**config.mk**
```make
export PLATFORM = sky130hd
export DESIGN_NAME = reversible_deque
export DESIGN_NICKNAME = d
export VERILOG_FILES = /design/src/sv/rdq_pkg.sv /design/src/sv/rdq_cell.sv /design/src/sv/reversible_deque.sv
export SDC_FILE = /design/constraint.sdc
export NUM_CORES = 2
export LEC_CHECK = 0
export BUFFER_PORTS_ARGS = -buffer_cell sky130_fd_sc_hd__buf_2
export CORE_MARGIN = 2
export CORE_UTILIZATION = 30
export CTS_CLUSTER_SIZE = 10
export DETAILED_ROUTE_END_ITERATION = 16
export SLEW_MARGIN = 5
export SYNTH_ARGS = -nofsm -noshare
export SYNTH_HDL_FRONTEND = slang
export SYNTH_HIERARCHICAL = 1
export SYNTH_SLANG_ARGS = --single-unit
```
**constraint.sdc**
```tcl
create_clock -name clk -period 11.3 [get_ports clk]
set_clock_uncertainty 0.05 [all_clocks]
set_input_delay 2.26 -clock clk [delete_from_list [all_inputs] [get_ports clk]]
set_output_delay 2.26 -clock clk [all_outputs]
set_load 0.01 [all_outputs]
```
**src/sv/rdq_pkg.sv**
```systemverilog
package rdq_pkg;

  localparam int DEPTH_DEF = 16;
  localparam int WORD_W    = 32;
  localparam int CMD_W     = 3;
  localparam int STAT_W    = 2;

  localparam logic [CMD_W-1:0] CMD_PUSH_FRONT = 3'd0;
  localparam logic [CMD_W-1:0] CMD_PUSH_BACK  = 3'd1;
  localparam logic [CMD_W-1:0] CMD_POP_FRONT  = 3'd2;
  localparam logic [CMD_W-1:0] CMD_POP_BACK   = 3'd3;
  localparam logic [CMD_W-1:0] CMD_REVERSE    = 3'd4;
  localparam logic [CMD_W-1:0] CMD_DUMP       = 3'd5;

  localparam logic [STAT_W-1:0] ST_OK    = 2'd0;
  localparam logic [STAT_W-1:0] ST_EMPTY = 2'd1;
  localparam logic [STAT_W-1:0] ST_FULL  = 2'd2;

  typedef enum logic [2:0] {
    OP_HOLD,
    OP_SHIFT_UP,
    OP_PUSH_END,
    OP_SHIFT_DOWN,
    OP_ROT_DOWN,
    OP_ROT_UP
  } cell_op_t;

endpackage

```
**src/sv/rdq_cell.sv**
```systemverilog
module rdq_cell
  import rdq_pkg::*;
#(
  parameter int DEPTH = DEPTH_DEF,
  parameter int IDX   = 0,
  localparam int CW   = $clog2(DEPTH + 1)
) (
  input  logic                     clk,
  input  cell_op_t                 op,
  input  logic [CW-1:0]            count,
  input  logic signed [WORD_W-1:0] in_value,
  input  logic signed [WORD_W-1:0] lower_q,
  input  logic signed [WORD_W-1:0] upper_q,
  input  logic signed [WORD_W-1:0] head_q,
  input  logic signed [WORD_W-1:0] tail_q,
  output logic signed [WORD_W-1:0] data_q,
  output logic signed [WORD_W-1:0] tail_part
);

  logic signed [WORD_W-1:0] data_r;
  logic signed [WORD_W-1:0] data_nxt;
  logic                     is_end;
  logic                     is_tail;
  logic                     below_tail;
  logic                     in_use;

  assign is_end     = (count == CW'(IDX));
  assign is_tail    = (count == CW'(IDX + 1));
  assign below_tail = (CW'(IDX + 1) < count);
  assign in_use     = (CW'(IDX) < count);

  always_comb begin
    data_nxt = data_r;
    unique case (op)
      OP_HOLD: ;
      OP_SHIFT_UP: begin
        data_nxt = (IDX == 0) ? in_value : lower_q;
      end
      OP_PUSH_END: begin
        if (is_end) data_nxt = in_value;
      end
      OP_SHIFT_DOWN: begin
        data_nxt = upper_q;
      end
      OP_ROT_DOWN: begin
        if (is_tail) data_nxt = head_q;
        else if (below_tail) data_nxt = upper_q;
      end
      OP_ROT_UP: begin
        if (IDX == 0) data_nxt = tail_q;
        else if (in_use) data_nxt = lower_q;
      end
      default: ;
    endcase
  end

  always_ff @(posedge clk) begin
    data_r <= data_nxt;
  end

  assign data_q    = data_r;
  assign tail_part = is_tail ? data_r : '0;

endmodule

```
**src/sv/reversible_deque.sv**
```systemverilog
// Results are registered: the result strobe comes in the cycle after the command is accepted.
// Push, pop and reverse: one item per cycle, back to back outside a dump; busy stays low.
// Dump of N entries: N results back to back, busy high from the accepting edge
// until the last result is registered, while the cell row rotates by one entry per cycle.
// Reset (rst_n low, synchronous): queue empty, order normal, no result.
// The receiver cannot stall; each result transfers in its strobe cycle.
module reversible_deque
  import rdq_pkg::*;
#(
  parameter int DEPTH = DEPTH_DEF,
  localparam int CW   = $clog2(DEPTH + 1)
) (
  input  logic                     clk,
  input  logic                     rst_n,
  input  logic                     start,
  output logic                     busy,
  input  logic [CMD_W-1:0]         in_command,
  input  logic signed [WORD_W-1:0] in_value,
  output logic                     out_valid,
  output logic [STAT_W-1:0]        out_status,
  output logic signed [WORD_W-1:0] out_value_out,
  output logic                     out_last
);

  logic [CW-1:0]            count_r, count_nxt;
  logic [CW-1:0]            left_r, left_nxt;
  logic                     rev_r, rev_nxt;
  logic                     valid_r, valid_nxt;
  logic [STAT_W-1:0]        status_r, status_nxt;
  logic signed [WORD_W-1:0] value_r, value_nxt;
  logic                     last_r, last_nxt;

  cell_op_t                 op;
  logic                     accept;
  logic                     at_start;
  logic signed [WORD_W-1:0] head_bus;
  logic signed [WORD_W-1:0] tail_bus;
  logic signed [WORD_W-1:0] cell_q    [DEPTH];
  logic signed [WORD_W-1:0] tail_part [DEPTH];

  assign busy     = (left_r != '0);
  assign accept   = start && !busy;
  assign head_bus = cell_q[0];

  always_comb begin
    tail_bus = '0;
    for (int i = 0; i < DEPTH; i++) begin
      tail_bus = tail_bus | tail_part[i];
    end
  end

  for (genvar g = 0; g < DEPTH; g++) begin : g_cell
    logic signed [WORD_W-1:0] lower_q;
    logic signed [WORD_W-1:0] upper_q;
    if (g == 0) begin : g_first
      assign lower_q = cell_q[g];
    end else begin : g_lower
      assign lower_q = cell_q[g-1];
    end
    if (g == DEPTH - 1) begin : g_last
      assign upper_q = cell_q[g];
    end else begin : g_upper
      assign upper_q = cell_q[g+1];
    end
    rdq_cell #(
      .DEPTH (DEPTH),
      .IDX   (g)
    ) u_cell (
      .clk       (clk),
      .op        (op),
      .count     (count_r),
      .in_value  (in_value),
      .lower_q   (lower_q),
      .upper_q   (upper_q),
      .head_q    (head_bus),
      .tail_q    (tail_bus),
      .data_q    (cell_q[g]),
      .tail_part (tail_part[g])
    );
  end

  always_comb begin
    op         = OP_HOLD;
    count_nxt  = count_r;
    left_nxt   = left_r;
    rev_nxt    = rev_r;
    valid_nxt  = 1'b0;
    status_nxt = ST_OK;
    value_nxt  = '0;
    last_nxt   = 1'b1;
    at_start   = ((in_command == CMD_PUSH_FRONT) || (in_command == CMD_POP_FRONT)) ^ rev_r;
    if (busy) begin
      op        = rev_r ? OP_ROT_UP : OP_ROT_DOWN;
      valid_nxt = 1'b1;
      value_nxt = rev_r ? tail_bus : head_bus;
      last_nxt  = (left_r == CW'(1));
      left_nxt  = left_r - CW'(1);
    end else if (accept) begin
      unique case (in_command)
        CMD_PUSH_FRONT, CMD_PUSH_BACK: begin
          valid_nxt = 1'b1;
          if (count_r == CW'(DEPTH)) begin
            status_nxt = ST_FULL;
          end else begin
            op        = at_start ? OP_SHIFT_UP : OP_PUSH_END;
            count_nxt = count_r + CW'(1);
          end
        end
        CMD_POP_FRONT, CMD_POP_BACK: begin
          valid_nxt = 1'b1;
          if (count_r == '0) begin
            status_nxt = ST_EMPTY;
          end else begin
            op        = at_start ? OP_SHIFT_DOWN : OP_HOLD;
            value_nxt = at_start ? head_bus : tail_bus;
            count_nxt = count_r - CW'(1);
          end
        end
        CMD_REVERSE: begin
          valid_nxt = 1'b1;
          if (count_r == '0) status_nxt = ST_EMPTY;
          else rev_nxt = !rev_r;
        end
        CMD_DUMP: begin
          valid_nxt = 1'b1;
          if (count_r == '0) begin
            status_nxt = ST_EMPTY;
          end else begin
            op        = rev_r ? OP_ROT_UP : OP_ROT_DOWN;
            value_nxt = rev_r ? tail_bus : head_bus;
            last_nxt  = (count_r == CW'(1));
            left_nxt  = count_r - CW'(1);
          end
        end
        default: ;
      endcase
    end
  end

  always_ff @(posedge clk) begin
    if (!rst_n) begin
      count_r <= '0;
      left_r  <= '0;
      rev_r   <= 1'b0;
      valid_r <= 1'b0;
    end else begin
      count_r <= count_nxt;
      left_r  <= left_nxt;
      rev_r   <= rev_nxt;
      valid_r <= valid_nxt;
    end
  end

  always_ff @(posedge clk) begin
    status_r <= status_nxt;
    value_r  <= value_nxt;
    last_r   <= last_nxt;
  end

  assign out_valid     = valid_r;
  assign out_status    = status_r;
  assign out_value_out = value_r;
  assign out_last      = last_r;

  a_left_below_count: assert property (@(posedge clk) disable iff (!rst_n)
    busy |-> (left_r < count_r))
    else $error("dump countdown exceeds entry count");

  a_count_bound: assert property (@(posedge clk) disable iff (!rst_n)
    count_r <= CW'(DEPTH))
    else $error("entry count above depth");

  a_busy_emits: assert property (@(posedge clk) disable iff (!rst_n)
    busy |=> out_valid)
    else $error("dump cycle without a result");

  a_error_last: assert property (@(posedge clk) disable iff (!rst_n)
    (out_valid && (out_status != ST_OK)) |-> (out_last && (out_value_out == '0)))
    else $error("error result not final or carries data");

  a_dump_end: assert property (@(posedge clk) disable iff (!rst_n)
    (busy && (left_r == CW'(1))) |=> (out_valid && out_last && !busy))
    else $error("dump does not end with last");

endmodule
```
# Word level (Yosys, flattened, before mapping)
# Cells that the tools add are included.
dict set report op_classes {
  reduce_logical 36
  bitwise 19
  addsub 3
  n_mux 126
  n_eq_ne 78
  n_lt_le_gt_ge 15
}
# operator n
set op_table {}
lappend op_table {{32-bit two-way mux} 84}
lappend op_table {{32-bit one-hot mux with 5 select lines} 15}
lappend op_table {{32-bit bitwise OR} 15}
lappend op_table {{32-bit one-hot mux with 4 select lines} 1}
lappend op_table {{4-bit AND reduction} 17}
lappend op_table {{2-bit by 1-bit inequality test with 1-bit output (second input constant)} 33}
lappend op_table {{32-bit one-hot mux with 2 select lines} 1}
lappend op_table {{3-bit by 1-bit inequality test with 1-bit output (second input constant)} 14}
lappend op_table {{5-bit by 4-bit equality test with 1-bit output (second input constant)} 8}
lappend op_table {{4-bit by 5-bit less-than comparator with 1-bit output (first input constant)} 8}
lappend op_table {{5-bit two-way mux} 5}
lappend op_table {{5-bit by 3-bit equality test with 1-bit output (second input constant)} 4}
lappend op_table {{3-bit by 5-bit less-than comparator with 1-bit output (first input constant)} 4}
lappend op_table {{3-bit by 2-bit equality test with 1-bit output (second input constant)} 4}
lappend op_table {{3-bit equality test (second input constant)} 4}
lappend op_table {{5-bit by 1-bit equality test with 1-bit output (second input constant)} 2}
lappend op_table {{5-bit by 2-bit equality test with 1-bit output (second input constant)} 2}
lappend op_table {{2-bit by 5-bit less-than comparator with 1-bit output (first input constant)} 2}
lappend op_table {{2-bit two-way mux} 5}
lappend op_table {{5-bit one-hot mux with 2 select lines} 1}
lappend op_table {{5-bit nonzero test} 2}
lappend op_table {{5-bit by 1-bit subtractor with 5-bit output (second input constant)} 2}
lappend op_table {{1-bit two-way mux} 9}
lappend op_table {{3-bit two-way mux} 3}
lappend op_table {{other kinds (21)} 32}
dict set report totals {
  out_inout_bits 37
  wordCells 300
  regBits 559
}

# Depth between registers and ports, before layout
dict set report logic_depth {
  depth_word 22
  ltp_mapped 14
  ltp_nobuf 11
}

# Cells and area by module
# Netlist, hierarchy kept.
# mod instances area_each_um2 seq_area_each_um2 cells_per_inst
set by_module_without_submodules {}
lappend by_module_without_submodules {reversible_deque 1 3016.6 940.9 350}
lappend by_module_without_submodules {{rdq_cell at g_cell[0].u_cell} 1 2751.4 960.9 303}
lappend by_module_without_submodules {{rdq_cell at g_cell[8].u_cell} 1 2542.4 960.9 337}
lappend by_module_without_submodules {{rdq_cell at g_cell[2].u_cell} 1 2534.9 960.9 296}
lappend by_module_without_submodules {{rdq_cell at g_cell[15].u_cell} 1 2521.2 960.9 334}
lappend by_module_without_submodules {{rdq_cell at g_cell[6].u_cell} 1 2519.9 960.9 334}
lappend by_module_without_submodules {{rdq_cell at g_cell[11].u_cell} 1 2514.9 960.9 334}
lappend by_module_without_submodules {{rdq_cell at g_cell[4].u_cell} 1 2513.7 960.9 298}
lappend by_module_without_submodules {{rdq_cell at g_cell[1].u_cell} 1 2508.7 960.9 332}
lappend by_module_without_submodules {{rdq_cell at g_cell[10].u_cell} 1 2502.4 960.9 298}
lappend by_module_without_submodules {{rdq_cell at g_cell[12].u_cell} 1 2498.6 960.9 297}
lappend by_module_without_submodules {{rdq_cell at g_cell[3].u_cell} 1 2496.1 960.9 295}
lappend by_module_without_submodules {{rdq_cell at g_cell[13].u_cell} 1 2493.6 960.9 295}
lappend by_module_without_submodules {{rdq_cell at g_cell[14].u_cell} 1 2488.6 960.9 294}
lappend by_module_without_submodules {{+3 rows} n/a n/a n/a n/a}

# Least setup slack after synthesis
# OpenSTA, ideal clock, no wires.
dict set report synth_path {
  kind {in2reg}
  startpoint {input port in_command[2]}
  endpoint {register g_cell[8].u_cell.data_r[0], enable pin}
  t_required_ns 10.717
  setup_slack_ns -0.616
  path_stages 9
  arrival_ns 11.333
  setup_time_ns 0.533
  path_buffers 3
  cell_sequence {inv_1 > ha_1 > clkbuf_1 > mux2i_1 > a211oi_1 > nand2b_1 > buf_2 > buf_2 > o311ai_0}
}
dict set report synth_between {
  elab_chain_len 11
}
# element line
set synth_rtl {}
lappend synth_rtl {{from (decl)} reversible_deque.sv:17} ;# input logic [CMD_W-1:0] in_command,
lappend synth_rtl {{3-bit by 2-bit equality test with 1-bit output or 3-bit logical NOT (tied branches)} {reversible_deque.sv:91, reversible_deque.sv:99}}
lappend synth_rtl {{1-bit logical OR} reversible_deque.sv:91} ;# at_start = ((in_command == CMD_PUSH_FRONT) || (in_command == CMD_POP_FRONT)) ^ rev_r;
lappend synth_rtl {{1-bit XOR} reversible_deque.sv:91}
lappend synth_rtl {{2-bit two-way mux, on equally long branches} {reversible_deque.sv:114, reversible_deque.sv:105}}
lappend synth_rtl {{2-bit two-way mux, on equally long branches} {reversible_deque.sv:111, reversible_deque.sv:102}}
lappend synth_rtl {{3-bit one-hot mux with 3 select lines *} reversible_deque.sv:99} ;# unique case (in_command)
lappend synth_rtl {{3-bit two-way mux *} reversible_deque.sv:98} ;# end else if (accept) begin
lappend synth_rtl {{3-bit two-way mux *} reversible_deque.sv:92} ;# if (busy) begin
lappend synth_rtl {{named net op[1]} reversible_deque.sv:33} ;# cell_op_t op;
lappend synth_rtl {{3-bit equality test (tied with other cells)} rdq_cell.sv:34} ;# unique case (op)
lappend synth_rtl {{3-bit by 1-bit inequality test with 1-bit output (no source line) (tied with other cells)} n/a}
lappend synth_rtl {{4-bit AND reduction (no source line) *} n/a}
lappend synth_rtl {{to (signal assigned)} rdq_cell.sv:58} ;# data_r <= data_nxt;
lappend synth_rtl {{to (decl)} rdq_cell.sv:20} ;# logic signed [WORD_W-1:0] data_r;
# Mark *: on every way through the listed nets, which the timed path passes. The rest lies on a longest branch.
# A chain may end at the register's enable or synchronous reset.

# Final worst setup path
dict set report layout_path {
  startpoint {input port in_command[2]}
  endpoint {register g_cell[1].u_cell.data_r[27] (data pin)}
}
dict set report layout_between {
  elab_chain_len 10
}
# element line
set layout_rtl {}
lappend layout_rtl {{3-bit by 2-bit equality test with 1-bit output or 3-bit logical NOT (tied branches)} {reversible_deque.sv:91, reversible_deque.sv:99}}
lappend layout_rtl {{1-bit logical OR} reversible_deque.sv:91}
lappend layout_rtl {{1-bit XOR} reversible_deque.sv:91}
lappend layout_rtl {{2-bit two-way mux, on equally long branches} {reversible_deque.sv:114, reversible_deque.sv:105}}
lappend layout_rtl {{2-bit two-way mux, on equally long branches} {reversible_deque.sv:111, reversible_deque.sv:102}}
lappend layout_rtl {{3-bit one-hot mux with 3 select lines *} reversible_deque.sv:99}
lappend layout_rtl {{3-bit two-way mux *} reversible_deque.sv:98}
lappend layout_rtl {{3-bit two-way mux *} reversible_deque.sv:92}
lappend layout_rtl {{named net op[1]} reversible_deque.sv:33}
lappend layout_rtl {{3-bit equality test (tied with other cells)} rdq_cell.sv:34}
lappend layout_rtl {{32-bit one-hot mux with 5 select lines *} rdq_cell.sv:34}
lappend layout_rtl {{named net g_cell[1].u_cell.data_nxt[27]} rdq_cell.sv:21} ;# logic signed [WORD_W-1:0] data_nxt;
lappend layout_rtl {{to (signal assigned)} rdq_cell.sv:58}
lappend layout_rtl {{to (decl)} rdq_cell.sv:20}
# Marks and branches as above.

==> impl_metrics.toml <==
[power]
netSwitchingPower_uw = 4583
ir_drop_uv = 141.0
combPwrFrac_pct = 42.5
intPower_uw = 5772
p_clk_share_pct = 21.5
total_power_uw = 10360
leakage_uw = 0.01758
switching_share_pct = 44.26
p_seq_share_pct = 36.0
power_density_nw_per_um2 = 219.7

[sta]
slew_violations = 0
hold_viol_final = 0
setup_slack_ns = 5.339
period_share_pct = 52.75
hold_slack_ns = 0.4793
setup_viol = 0
rsz0062_at_grt = "false"
tightest_slew_ns = 1.476
timing.slew.headroom_pct = 0.7060
setup-tns-final_ns = 0
fmax_mhz = 167.8
finalCriticalPeriod_ns = 5.961

[setup_path]
crit_type = "in -> reg"
worstSetupEndpointType = "flop"
worst-path-buf-inv = 3
critPathMaxFanout = 43
crit_slowest_cell = "nor2b_4"
cp-start-kind = "input port"
critical_path_required_ns = 11.77
path_cells = "buf_2 -> nor2_1 -> xnor2_1 -> mux2i_1 -> a211oi_4 -> buf_4 -> buf_4 -> nor2b_4 -> nor2_1 -> or4_1 -> nand3_1"
cp_top_family = "simple AND/OR/NAND/NOR gates"
arrival_ns = 6.43
slowest_delay_ns = 1.11

[place]
gp_congestion = 0.9406
dp_slack_ns = 4.696
dpl.hpwl_um = 122000
port_buffers = 74

[cells_and_area]
final_common_cell = "nor2_1"
final_cell_mix = "nor2_1 (964), nor3_1 (538), edfxtp_1 (512)"
final.fill_count = 14765
drive_above_1_share_pct = 7.270
nets = 5073
regArea_um2 = 16320
final_util_pct = 32.86
multi_input_area_um2 = 25100
area_delta_synth_final_pct = 8.730

[flow_run]
max_cap_violations = 1

[logic_synthesis]
yosysWarnings = 6
synth_area_um2 = 43360
synth-simple-area-share_pct = 40.48
synth_edf_count = 512
yosys.area_share.adder_pct = 0.2597
syn_nets = 5330
synthMuxAreaShare_pct = 8.268
synth_top_family_by_area = "simple AND/OR/NAND/NOR gates"
synth_compound_area_share_pct = 7.598
netlist_instances = 5283
syn_area_per_cell_um2 = 8.207
synthDistinctLibCells = 74
synthFlopType = "edfxtp_1"
ys_seq_area_share_pct = 37.63
synthArstFlopShare_pct = 0
ys_ff_latch = 559
synthXorXnorAreaFrac_pct = 0.1414

[drt]
ant_nets = 0
first_iter_violations = 7458
drcViolationCount = 0
viasPerCell = 6.358
wl_um = 188000
firstDrtPassIters = 6
wl_per_cell_um = 26.90
vias = 44444

[run_status]
status = "finished with violations"
failed_checks = "max-capacitance violations"

[floorplan]
die_w_um = 384.2
io_pins = 75
core-area_um2 = 143500
start_util_pct = 30.22
die-area_um2 = 147600
placementRows = 139
die_height_um = 384.2

[hold_path]
hold_class = "reg -> reg"

[cts]
cts_tree = "built"
clockRootBuffer = "clkbuf_16"
htreeDepth = 3
clk_pin_slew_ns = 0.06
cts_num_sinks = 559
clk_latency_ns = 0.69
cts_resized = 0
postCtsHoldBufs = 0
clk_path_buf_depth = 3
cts_buffers = 70
postCtsSetupRepairBufs = 0

[global_routing]
grtUsageTotal_pct = 24.30
grt_pass1_wl_um = 275600
antenna_found_initial = 16
grt_pass1_vias = 40732
grt-ovfl-total = 0
grt_max_degree = 170
[state kept, by name, summed over array words and instances (netlist names)]
name                  flops
out_valid                 1
left_r                    5
out_value_out            32
rev_r                     1
count_r                   5
out_status                2
g_cell.u_cell/data_q    512
out_last                  1
[cell usage after synthesis, types with 34 or more instances]
master,n,area [um^2]
dfxtp_1,47,940.9
and3_1,164,1026
buf_2,133,665.6
nand4_1,34,212.7
o22ai_1,37,231.5
buf_4,56,420.4
nand3_1,482,2412
nor4_1,134,838.3
nand2b_1,34,212.7
mux2i_1,357,3573
a22o_1,34,297.8
buf_1,50,187.7
or4_1,467,3506
o21ai_0,213,1066
and2_1,354,2215
nor2_1,978,3671
o21ai_1,133,665.6
clkbuf_1,244,915.9
edfxtp_1,512,15370
nor3_1,538,2693
[logic make-up (layout without fill, tap and decap cells)]
logic type,Yosys count,in the layout
AND/OR/NAND/NOR,3282,3282
other,0,11
XOR/XNOR,7,7
flip-flops,559,559
AO/OA/AOI/OAI,553,553
buffers and inverters,515,308
adder cells (fa/ha/maj),9,9
multiplexers,358,358
[power by group through the flow]
stage | clock network, uW | registers, uW | logic (uW)
final | 2230 | 3730 | 4400
after global routing | 2310 | 3760 | 4690
after CTS | 2250 | 3680 | 4270
after detailed placement | 0 | 3720 | 4260
after global placement | 0 | 3710 | 4130
after floorplan | 0 | 3490 | 2860
[metal layers]
| layer | GRT usage, % | share of wire [%] |
|---|---|---|
| met1 | 32.42 | 39 |
| met5 | 0 | 0.040 |
| met2 | 36.76 | 44 |
| met3 | 6.353 | 13 |
| met4 | 10.76 | 4.2 |
[metrics by stage]
| step | instance area (um^2) | std cells |
|---|---|---|
| after floorplan | 43360 | 5283 |
| after global placement | 44980 | 6857 |
| after detailed placement | 44980 | 6857 |
| after CTS | 47100 | 6979 |
| after global routing | 47130 | 6987 |
| final | 47140 | 6990 |
[worst min-delay path, cell delays in order, from the launching register on]
cell     delay (ns)
dfxtp_1        0.34
mux2i_1        0.08
nor2_1         0.07
[layout make-up]
class / instances / area share [%]
diodes: 11 / 0.05839
well taps: 1903 / 5.051
clock inverters: 14 / 0.3344
multi-input cells: 4209 / 53.24
inverters: 16 / 0.1274
flip-flops and latches: 559 / 34.63
repair buffers: 170 / 2.394
clock buffers: 108 / 4.170
[final timing paths]
path	start	end	slack [ns]	depth (start not counted)
hold / removal	left_r[1]$_SDFFE_PN0P_	left_r[1]$_SDFFE_PN0P_	0.48	2
hold reg to reg	left_r[1]$_SDFFE_PN0P_	left_r[1]$_SDFFE_PN0P_	0.48	2
setup / recovery	in_command[2]	g_cell[1].u_cell/data_q[27]$_DFFE_PP_	5.34	11
setup reg to reg	count_r[4]$_SDFFE_PN0P_	g_cell[1].u_cell/data_q[23]$_DFFE_PP_	6.10	11
No activity file was read; power rests on OpenSTA's default activity.
